[src/hdl/tcsw_pkg.sv]
`default_nettype none

package tcsw_pkg;

    // Default geometry of the character store
    localparam int DEF_MAX_COLS = 64;
    localparam int DEF_MAX_ROWS = 32;

    // Fixed field widths
    localparam int ACTION_W  = 2;
    localparam int CHAR_W    = 8;
    localparam int RROW_W    = 5;
    localparam int RCOL_W    = 6;
    localparam int COLNOW_W  = 6;
    localparam int LINENOW_W = 5;
    localparam int ACOLS_W   = 7;
    localparam int AROWS_W   = 6;
    localparam int CFG_IDX_W = 1;
    localparam int CFG_DATA_W = 7;
    localparam int S_TDATA_W = 24;
    localparam int M_TDATA_W = 24;

    // Register reset values
    localparam logic [ACOLS_W-1:0] RESET_COLS = 7'd51;
    localparam logic [AROWS_W-1:0] RESET_ROWS = 6'd4;

    // Control characters
    localparam logic [CHAR_W-1:0] CH_NUL       = 8'd0;
    localparam logic [CHAR_W-1:0] CH_BACKSPACE = 8'd8;
    localparam logic [CHAR_W-1:0] CH_NEWLINE   = 8'd10;
    localparam logic [CHAR_W-1:0] CH_RETURN    = 8'd13;
    localparam logic [CHAR_W-1:0] CH_SPACE     = 8'd32;

    typedef enum logic [ACTION_W-1:0] {
        ACT_WRITE = 2'd0,
        ACT_READ  = 2'd1,
        ACT_CLEAR = 2'd2
    } action_t;

    typedef enum logic [CFG_IDX_W-1:0] {
        REG_COLS = 1'b0,
        REG_ROWS = 1'b1
    } cfg_reg_t;

    // Result of one step, before the character store data is merged in
    typedef struct packed {
        logic                 use_mem;
        logic [CHAR_W-1:0]    cell_char;
        logic [COLNOW_W-1:0]  column;
        logic [LINENOW_W-1:0] line;
    } tcsw_res_t;

endpackage

`default_nettype wire

[src/hdl/tcsw_core.sv]
`default_nettype none

module tcsw_core
    import tcsw_pkg::*;
#(
    parameter int MAX_COLS = DEF_MAX_COLS,
    parameter int MAX_ROWS = DEF_MAX_ROWS,
    localparam int ADDR_W  = $clog2(MAX_ROWS * MAX_COLS)
) (
    input  wire logic                 aclk,
    input  wire logic                 aresetn,
    input  wire logic [ACOLS_W-1:0]   cfg_cols,
    input  wire logic [AROWS_W-1:0]   cfg_rows,
    input  wire logic                 item_valid,
    input  wire logic [ACTION_W-1:0]  item_action,
    input  wire logic [CHAR_W-1:0]    item_char,
    input  wire logic [RROW_W-1:0]    item_row,
    input  wire logic [RCOL_W-1:0]    item_col,
    input  wire logic                 step_en,
    output logic                      fix_busy,
    output tcsw_res_t                 res,
    output logic                      ram_we,
    output logic                      ram_re,
    output logic [ADDR_W-1:0]         ram_addr,
    output logic [CHAR_W-1:0]         ram_wdata
);

    localparam int COL_W  = $clog2(MAX_COLS);
    localparam int CNT_W  = $clog2(MAX_COLS + 1);
    localparam int ROW_W  = $clog2(MAX_ROWS);
    localparam int RCNT_W = $clog2(MAX_ROWS + 1);

    typedef struct packed {
        logic [ROW_W-1:0] y;
        logic [ROW_W-1:0] first;
    } pos_t;

    // Cursor and line slot state
    logic [COL_W-1:0] x_reg, x_next;
    logic [ROW_W-1:0] y_reg, y_next;
    logic [ROW_W-1:0] first_reg, first_next;
    logic [CNT_W-1:0] cur_fill_reg, cur_fill_next;
    logic [CNT_W-1:0] fill_reg [MAX_ROWS];

    logic [CNT_W-1:0]  cols_eff;
    logic [RCNT_W-1:0] rows_eff;
    logic [ROW_W-1:0]  last_row;

    logic             fill_we, clr_we, clear_all;
    logic [ROW_W-1:0] fill_wslot, clr_slot, fill_raddr;
    logic [CNT_W-1:0] fill_wval, fill_rdata;
    logic             mem_we, mem_re;

    // Ring slot of a visible row
    function automatic logic [ROW_W-1:0] slot_of(input logic [ROW_W-1:0] first,
                                                  input logic [ROW_W-1:0] row);
        logic [ROW_W:0] s;
        s = {1'b0, first} + {1'b0, row};
        if (s >= (ROW_W+1)'(MAX_ROWS)) begin
            s = s - (ROW_W+1)'(MAX_ROWS);
        end
        return s[ROW_W-1:0];
    endfunction

    // Move to the next line, scrolling at the bottom
    function automatic pos_t next_line(input logic [ROW_W-1:0] y,
                                       input logic [ROW_W-1:0] first,
                                       input logic [RCNT_W-1:0] rows,
                                       input logic [ROW_W-1:0] last);
        pos_t p;
        if ((ROW_W+1)'(y) + (ROW_W+1)'(1) < (ROW_W+1)'(rows)) begin
            p.y     = y + ROW_W'(1);
            p.first = first;
        end else begin
            p.y     = last;
            p.first = slot_of(first, ROW_W'(1));
        end
        return p;
    endfunction

    // Effective geometry from the registers
    always_comb begin
        if (cfg_cols == '0) begin
            cols_eff = CNT_W'(1);
        end else if (32'(cfg_cols) > 32'(MAX_COLS)) begin
            cols_eff = CNT_W'(MAX_COLS);
        end else begin
            cols_eff = CNT_W'(cfg_cols);
        end
        if (cfg_rows == '0) begin
            rows_eff = RCNT_W'(1);
        end else if (32'(cfg_rows) > 32'(MAX_ROWS)) begin
            rows_eff = RCNT_W'(MAX_ROWS);
        end else begin
            rows_eff = RCNT_W'(cfg_rows);
        end
        last_row = ROW_W'(rows_eff - RCNT_W'(1));
    end

    // Cursor below the visible area: pull it to the last line first
    assign fix_busy = item_valid && ((ROW_W+1)'(y_reg) >= (ROW_W+1)'(rows_eff));

    // One line-fill read port: the cursor line while fixing, else the read row
    assign fill_raddr = fix_busy ? slot_of(first_reg, last_row)
                                 : slot_of(first_reg, ROW_W'(item_row));
    assign fill_rdata = fill_reg[fill_raddr];

    // Step logic
    always_comb begin
        logic [COL_W-1:0] xx;
        logic [ROW_W-1:0] slot, rslot;
        logic [CNT_W-1:0] fb, fnew;
        logic [COL_W:0]   xp;
        logic             in_range;
        pos_t             p;

        xx       = '0;
        slot     = '0;
        fb       = '0;
        fnew     = '0;
        xp       = '0;
        in_range = 1'b0;
        p        = '0;

        x_next        = x_reg;
        y_next        = y_reg;
        first_next    = first_reg;
        cur_fill_next = cur_fill_reg;
        fill_we       = 1'b0;
        fill_wslot    = '0;
        fill_wval     = '0;
        clr_we        = 1'b0;
        clr_slot      = '0;
        clear_all     = 1'b0;
        mem_we        = 1'b0;
        mem_re        = 1'b0;
        ram_addr      = '0;
        res.use_mem   = 1'b0;
        res.cell_char = CH_NUL;

        rslot = slot_of(first_reg, ROW_W'(item_row));

        unique case (action_t'(item_action))
            ACT_WRITE: begin
                if (item_char == CH_BACKSPACE) begin
                    if (x_reg != '0) begin
                        x_next = x_reg - COL_W'(1);
                    end
                end else if (item_char == CH_RETURN) begin
                    x_next = '0;
                end else if (item_char == CH_NEWLINE) begin
                    p             = next_line(y_reg, first_reg, rows_eff, last_row);
                    x_next        = '0;
                    y_next        = p.y;
                    first_next    = p.first;
                    clr_we        = 1'b1;
                    clr_slot      = slot_of(p.first, p.y);
                    cur_fill_next = '0;
                end else if (item_char != CH_NUL) begin
                    xx = x_reg;
                    fb = cur_fill_reg;
                    p.y     = y_reg;
                    p.first = first_reg;
                    // wrap first when the column count was reduced
                    if ((COL_W+1)'(x_reg) >= (COL_W+1)'(cols_eff)) begin
                        p  = next_line(y_reg, first_reg, rows_eff, last_row);
                        xx = '0;
                        fb = '0;
                    end
                    slot     = slot_of(p.first, p.y);
                    mem_we   = 1'b1;
                    ram_addr = ADDR_W'(ADDR_W'(slot) * ADDR_W'(MAX_COLS) + ADDR_W'(xx));
                    xp       = (COL_W+1)'(xx) + (COL_W+1)'(1);
                    fnew     = ((COL_W+1)'(fb) < xp) ? CNT_W'(xp) : fb;
                    fill_we       = 1'b1;
                    fill_wslot    = slot;
                    fill_wval     = fnew;
                    cur_fill_next = fnew;
                    y_next        = p.y;
                    first_next    = p.first;
                    if (xp >= (COL_W+1)'(cols_eff)) begin
                        p             = next_line(p.y, p.first, rows_eff, last_row);
                        x_next        = '0;
                        y_next        = p.y;
                        first_next    = p.first;
                        clr_we        = 1'b1;
                        clr_slot      = slot_of(p.first, p.y);
                        cur_fill_next = '0;
                    end else begin
                        x_next = COL_W'(xp);
                    end
                end
            end
            ACT_READ: begin
                in_range = (32'(item_row) < 32'(rows_eff)) &&
                           (32'(item_col) < 32'(cols_eff)) &&
                           (32'(item_row) <= 32'(y_reg));
                if (in_range && (32'(item_col) < 32'(fill_rdata))) begin
                    res.use_mem = 1'b1;
                    mem_re      = 1'b1;
                    ram_addr    = ADDR_W'(ADDR_W'(rslot) * ADDR_W'(MAX_COLS) +
                                          ADDR_W'(COL_W'(item_col)));
                end else begin
                    res.cell_char = CH_SPACE;
                end
            end
            ACT_CLEAR: begin
                x_next        = '0;
                y_next        = '0;
                first_next    = '0;
                cur_fill_next = '0;
                clear_all     = 1'b1;
            end
            default: begin
            end
        endcase

        res.column = COLNOW_W'(x_next);
        res.line   = LINENOW_W'(y_next);
    end

    assign ram_we    = step_en && mem_we;
    assign ram_re    = step_en && mem_re;
    assign ram_wdata = item_char;

    // State registers
    always_ff @(posedge aclk) begin
        if (!aresetn) begin
            x_reg        <= '0;
            y_reg        <= '0;
            first_reg    <= '0;
            cur_fill_reg <= '0;
            for (int i = 0; i < MAX_ROWS; i++) begin
                fill_reg[i] <= '0;
            end
        end else if (fix_busy) begin
            x_reg        <= '0;
            y_reg        <= last_row;
            cur_fill_reg <= fill_rdata;
        end else if (step_en) begin
            x_reg        <= x_next;
            y_reg        <= y_next;
            first_reg    <= first_next;
            cur_fill_reg <= cur_fill_next;
            if (clear_all) begin
                for (int i = 0; i < MAX_ROWS; i++) begin
                    fill_reg[i] <= '0;
                end
            end else begin
                if (fill_we) begin
                    fill_reg[fill_wslot] <= fill_wval;
                end
                // new line starts blank; wins over the fill write
                if (clr_we) begin
                    fill_reg[clr_slot] <= '0;
                end
            end
        end
    end

endmodule

`default_nettype wire

[config.mk]
export PLATFORM = sky130hd
export DESIGN_NAME = tcsw_core
export DESIGN_NICKNAME = d
export VERILOG_FILES = /design/src/hdl/tcsw_pkg.sv /design/src/hdl/tcsw_core.sv
export SDC_FILE = /design/constraint.sdc
export NUM_CORES = 1
export LEC_CHECK = 0
export ABC_AREA = 1
export BUFFER_PORTS_ARGS = -buffer_cell sky130_fd_sc_hd__buf_2
export CELL_PAD_IN_SITES_DETAIL_PLACEMENT = 1
export CELL_PAD_IN_SITES_GLOBAL_PLACEMENT = 2
export CORE_MARGIN = 2
export CORE_UTILIZATION = 32
export CTS_BUF_LIST = sky130_fd_sc_hd__clkbuf_8
export CTS_CLUSTER_DIAMETER = 200
export CTS_CLUSTER_SIZE = 25
export DETAILED_ROUTE_END_ITERATION = 16
export PLACE_DENSITY = 0.8
export SYNTH_ARGS = -nofsm -noshare
export SYNTH_HDL_FRONTEND = slang
export SYNTH_SLANG_ARGS = --single-unit
[constraint.sdc]
create_clock -name aclk -period 7.3 [get_ports aclk]
set_input_delay 1.825 -clock aclk [delete_from_list [all_inputs] [get_ports aclk]]
set_output_delay 1.825 -clock aclk [all_outputs]
set_load 0.03 [all_outputs]
Word-level counts from Yosys, hierarchy flattened

Memory sizes are Yosys's and may differ from the RTL's.
Index checks and enable logic that the tools add are counted.

Bits in writable memories: 224
Memories: 1
Flip-flop bits (word level): 23
Bits of input ports: 38

Memories:

| name     | depth | bits a word | read ports | clocked after memory_dff | write ports | RTL line        | source |
|---|---|---|---|---|---|---|---|
| fill_reg | 32    | 7           | 1          | 0                        | 32          | tcsw_core.sv:43 | `logic [CNT_W-1:0] fill_reg [MAX_ROWS];` |

Reduce and logical (&&, ||, !) cells: 19
Equality and inequality tests: 11
Order comparisons: 19
Multiplexer cells: 171
Bitwise gates (word level): 34
$add $sub $neg: 23

Operators with widths:

| kind                                             | number |
|---|---|
| two-way mux 7 bit                                | 55 |
| two-way mux 5 bit                                | 38 |
| two-way mux 10 bit                               | 18 |
| two-way mux 6 bit                                | 15 |
| two-way mux 11 bit                               | 5 |
| >= comparator 6 bit, second input constant       | 7 |
| subtractor 5 x 1 -> 5 bit, second input constant | 8 |
| two-way mux 1 bit                                | 34 |
| OR 1 bit                                         | 32 |
| adder 5 x 5 -> 6 bit                             | 5 |
| adder 5 x 1 -> 6 bit, second input constant      | 4 |
| == test 8 x 4 -> 1 bit, second input constant    | 3 |
| adder 11 x 6 -> 11 bit                           | 2 |
| one-hot mux 11 bit (2 select lines)              | 1 |
| one-hot mux 5 bit (2 select lines)               | 2 |
| < comparator 6 x 7 -> 1 bit                      | 2 |
| one-hot mux 7 bit (2 select lines)               | 1 |
| OR reduction 7 bit                               | 2 |
| < comparator 6 bit                               | 2 |
| one-hot mux 6 bit (2 select lines)               | 1 |
| adder 5 x 1 -> 5 bit, second input constant      | 2 |
| two-way mux 9 bit                                | 1 |
| != test 3 bit, second input constant             | 3 |
| nonzero test 8 bit                               | 1 |
| 25 further kinds                                 | 33 |

Logic depth before layout (Yosys ltp)

Word-level depth: 31
Depth in mapped cells: 43
Gate-level depth less buffers: 41

Least setup slack after synthesis

OpenSTA, ideal clock, no wires.

Kind: input to output
Start point: in cfg_cols[2]
End point: out res[1] (netlist name)
Stages: 28
Arrival time: 5847 ps
Setup slack: -372 ps
Path buffers: 3
Data required time: 5475 ps
Cells stage by stage: nor2_1 -> nand3_1 -> nand2_1 -> nand2_1 -> ha_1 -> nand2_1 -> nor2_1 -> nand2_1 -> nand3_4 -> buf_2 -> clkbuf_1 -> nand2_1 -> nand2_1 -> ha_1 -> inv_1 -> nor2_2 -> nand3_1 -> nand2_1 -> nand2_1 -> ha_1 -> nand2_1 -> o21a_1 -> nand2_2 -> clkbuf_1 -> nand2_1 -> o21ai_0 -> nor2_1 -> o22ai_1

RTL lines:

| element            | RTL line        | source |
|---|---|---|
| start: declaration | tcsw_core.sv:12 | `input wire logic [ACOLS_W-1:0] cfg_cols,` |
| end: declaration   | tcsw_core.sv:21 | `output tcsw_res_t res,` |

Final worst setup path

Start point: in cfg_rows[2]
End point: out ram_addr[4]

Word-level cells in the longest chain between the ends: 13
Elaborated cells between the ends (all ways): 20
Those cells by class: 3 x add/sub; 5 x order compare; 6 x mux; 5 x reduce/logical; 1 x memory

Ends and longest elaborated chain:

| element                                                          | RTL line                         | source |
|---|---|---|
| start: declaration                                               | tcsw_core.sv:13                  | `input wire logic [AROWS_W-1:0] cfg_rows,` |
| > comparator 6 bit                                               | tcsw_core.sv:92                  | `end else if (32'(cfg_rows) > 32'(MAX_ROWS)) begin` |
| two-way mux 6 bit                                                | tcsw_core.sv:92                  |  |
| two-way mux 6 bit *                                              | tcsw_core.sv:90                  | `if (cfg_rows == '0) begin` |
| subtractor 5 x 1 -> 5 bit                                        | tcsw_core.sv:97                  | `last_row = ROW_W'(rows_eff - RCNT_W'(1));` |
| adder 5 x 5 -> 6 bit                                             | tcsw_core.sv:58                  | `s = {1'b0, first} + {1'b0, row};` |
| subtractor 5 x 1 -> 5 bit or >= comparator 6 bit (tied branches) | tcsw_core.sv:60, tcsw_core.sv:59 |  |
| two-way mux 5 bit                                                | tcsw_core.sv:59                  | `if (s >= (ROW_W+1)'(MAX_ROWS)) begin` |
| two-way mux 5 bit                                                | tcsw_core.sv:104                 | `assign fill_raddr = fix_busy ? slot_of(first_reg, last_row)` |
| memory (32 x 7 bit)                                              | --                               |  |
| < comparator 6 x 7 -> 1 bit                                      | tcsw_core.sv:198                 | `if (in_range && (32'(item_col) < 32'(fill_rdata))) begin` |
| logical AND 1 bit *                                              | tcsw_core.sv:198                 |  |
| two-way mux 11 bit *                                             | tcsw_core.sv:198                 |  |
| one-hot mux 11 bit (2 select lines) *                            | tcsw_core.sv:143                 | `unique case (action_t'(item_action))` |
| end: declaration                                                 | tcsw_core.sv:24                  | `output logic [ADDR_W-1:0] ram_addr,` |

Mark *: on every way between the ends. The rest lies on a longest branch, timed or not.

==> impl_metrics.toml <==
[yosys]
async_reset_ff_share_pct = 0
synth_top_family_by_area = "simple AND/OR/NAND/NOR gates"
ys_warn_count = 0
syn_area_sq_um = 17500
synth_compound_area_share_pct = 14.4
synth_cells = 2773
yosysMostFrequentCell = "nand2_1"
synth_adder_area_share_pct = 6.45
ys_ff_latch = 247
yosys-top-cells-count = "nand2_1, inv_1, nand3_1"
syn_avg_cell_area_sq_um = 6.30
netlist.area_leader.share_pct = 28.3
synth-edff-count = 0
synth_xor_area_share_pct = 1.60
muxShareOfSynthArea_pct = 0.0573
synth.distinct_cells = 54
yosysTopAreaCell = "dfxtp_1"
yosysSeqAreaShare_pct = 28.3
synth_flop_cell = "dfxtp_1"
synth.area.top_cells = "dfxtp_1, nand2_1, inv_1"
synthSimpleGateAreaFrac_pct = 34.6

[clocking]
h-tree-depth = 1
clk-insertion-delay-late_ns = 0.61
cts-root-buf = "clkbuf_8"
cts_tree = "yes"
cts_hold_buffers = 0
clkSinkCount = 247
cts_buffers = 13
clk_pin_slew_ns = 0.19
cts_buffer_depth = 3

[routing]
dr.pass1.iters = 5
ant_nets = 0
routed_wl_mm = 77.1
vias_per_cell = 5.29
drtIter0Drc = 1081
via_count = 19743
wl_per_cell_um = 20.7
drc_errors = 0

[timing]
fin_skew_ns = 0.0378
post-route-period-util_pct = 101
rsz0062_at_grt = "yes"
setup_viol = 22
timing.fmax_mhz = 135
slew_viol_final = 0
slew-limit-headroom_pct = 7.44
layout_setup_ws_ns = -0.105
finalHoldViolCount = 0
layout_min_cycle_time_ns = 7.40
worst_pin_slew_ns = 1.39

[die]
die-area_sq_um = 56500
io_pins = 80
fp.dieH_um = 238
initial_core_util_pct = 32.4
core_sq_um = 53900
num_rows = 85
die_w_um = 238

[status]
outcome = "finished with violations"
violations = "negative setup slack"

[setup_path]
reg2reg_depth = 37
critPathMaxFanout = 6
arrival_ns = 5.58
r2r_slack_ns = 0.91
slowest_stage = "ha_4"
r2r_end = "fill_reg[31][0]"
cp-end-kind = "output port"
r2r-start = "y_reg[0]"
max_stage_delay_ns = 0.28
required_ns = 5.48
critPathKind = "input port to output port"
worstSetupStartpoint = "cfg_rows[2]"
endpoint = "ram_addr[4]"
cpMostUsedCell = "nand2_2"
startpoint_type = "input port"

[layout]
fin_nets = 3159
final_core_util_pct = 43.1
largest_reg_flops = 224
syn2layout_area_growth_pct = 33.0
layout-drive-gt1-share_pct = 25.0

[pwr]
power.total_mw = 4.58
seq_power_share_pct = 30.1
swShare_pct = 44.2
p_int_mw = 2.55
p_per_area_nw_per_um2 = 197
power_leakage_nw = 10.7
p_clk_share_pct = 14.1
max-vdd-ir-drop_uv = 120
p_sw_mw = 2.03
p_comb_share_pct = 55.8

[place]
dp.final_hpwl_mm = 53.3
place_congestion = 0.905
port-buffer-count = 72

[global_route]
grt_max_degree = 208
grt.total_usage_pct = 26.4
grt_pass1_wl_mm = 117
antenna_found_initial = 1
grt_pass1_vias = 20481
grt_overflow = 0

[worst_hold_path]
hp-class = "flop to flop"

[run]
max-cap-violations = 0
[critical path: cells and delay by family]
kind,cells,cell delay [ns]
adder cells (fa/ha/maj),2,0.49
AO/OA/AOI/OAI,2,0.22
buffers and inverters,8,0.96
AND/OR/NAND/NOR,19,2.04
[power by group through the flow]
stage	combinational (mW)	sequential [mW]	clock, mW
global placement	1.87	1.41	0
detailed placement	1.91	1.41	0
finish	2.55	1.38	0.647
global route	2.73	1.38	0.721
floorplan	1.02	1.40	0
CTS	2.36	1.38	0.679
[repair_timing]
item,in CTS,in global routing
cloned,13,0
buffers inserted,56,29
setup endpoints to repair,25,249
pin swaps,83,130
resized for setup,288,188
[worst min-delay path by stage]
stage / cells past startpoint / to / startpoint / slack, ns
after global placement: 2 / cur_fill_reg[0] / cur_fill_reg[0] / 0.50
final: 2 / cur_fill_reg[0] / cur_fill_reg[0] / 0.54
after detailed placement: 2 / cur_fill_reg[0] / cur_fill_reg[0] / 0.51
after floorplan: 2 / x_reg[5] / x_reg[5] / 0.47
after global routing: 2 / cur_fill_reg[0] / cur_fill_reg[0] / 0.56
after CTS: 2 / cur_fill_reg[0] / cur_fill_reg[0] / 0.54
[kinds of logic (layout without fill, tap and decap cells)]
family	Yosys count	after routing
AO/OA/AOI/OAI	447	447
XOR/XNOR	31	31
adder cells (fa/ha/maj)	87	87
buffers and inverters	634	888
flip-flops	247	247
multiplexers	1	1
other	1	8
AND/OR/NAND/NOR	1325	1326
[layout make-up]
type / count / area (sq um)
Multi-Input combinational cell: 1899 / 11600
Clock inverter: 2 / 12.5
Tap cell: 696 / 871
Antenna cell: 1 / 2.50
Timing Repair Buffer: 392 / 3780
Sequential cell: 247 / 4940
Clock buffer: 13 / 179
Fill cell: 6877 / 30700
Inverter: 481 / 1820
[routing by layer]
metal	vias up	wire length, um	GRT usage (%)
li1	9392	-	-
met1	9771	33000	33.4
met2	418	37900	46.1
met3	162	3020	2.53
met4	0	3090	10.1
met5	-	0	0
[layout by cell type, fill, tap and decap left out, types with 6 or more instances in the layout]
| cell | n |
|---|---|
| nand2_1 | 513 |
| inv_1 | 446 |
| nand3_1 | 298 |
| nor2_1 | 259 |
| dfxtp_1 | 247 |
| buf_4 | 242 |
| o21ai_0 | 190 |
| o21ai_1 | 76 |
| buf_6 | 60 |
| nand2_2 | 58 |
| ha_1 | 53 |
| a21oi_1 | 45 |
| buf_2 | 37 |
| nor2_2 | 33 |
| nor2_4 | 31 |
| buf_12 | 31 |
| nand4_1 | 30 |
| o221ai_1 | 30 |
| ha_4 | 28 |
| nand3_2 | 27 |
| inv_2 | 26 |
| xor2_1 | 21 |
| o21ai_2 | 20 |
| nand2_4 | 19 |
| o221ai_2 | 17 |
| o22ai_1 | 17 |
| clkbuf_8 | 13 |
| nand4_4 | 12 |
| a21oi_2 | 11 |
| nand3_4 | 11 |
| buf_8 | 11 |
| buf_16 | 8 |
| xnor2_1 | 7 |
| conb_1 | 7 |
| nand2_8 | 6 |
| o22ai_2 | 6 |
| o21ai_4 | 6 |
| nor3_4 | 6 |
[per-stage QoR]
step                      cells  hold WS (ns)  area [sq um]  setup TNS, ns  setup WS [ns]
after floorplan            2779         0.474         17600              0         0.0205
after global placement     3619         0.503         20100         -44.49         -0.533
after detailed placement   3619         0.512         20100         -81.01         -0.626
after CTS                  3703         0.538         22200         -0.150        -0.0349
after global routing       3731         0.559         23200          -6.20         -0.300
final                      3731         0.541         23200          -1.06         -0.105
No activity file was read; power rests on OpenSTA's default activity.
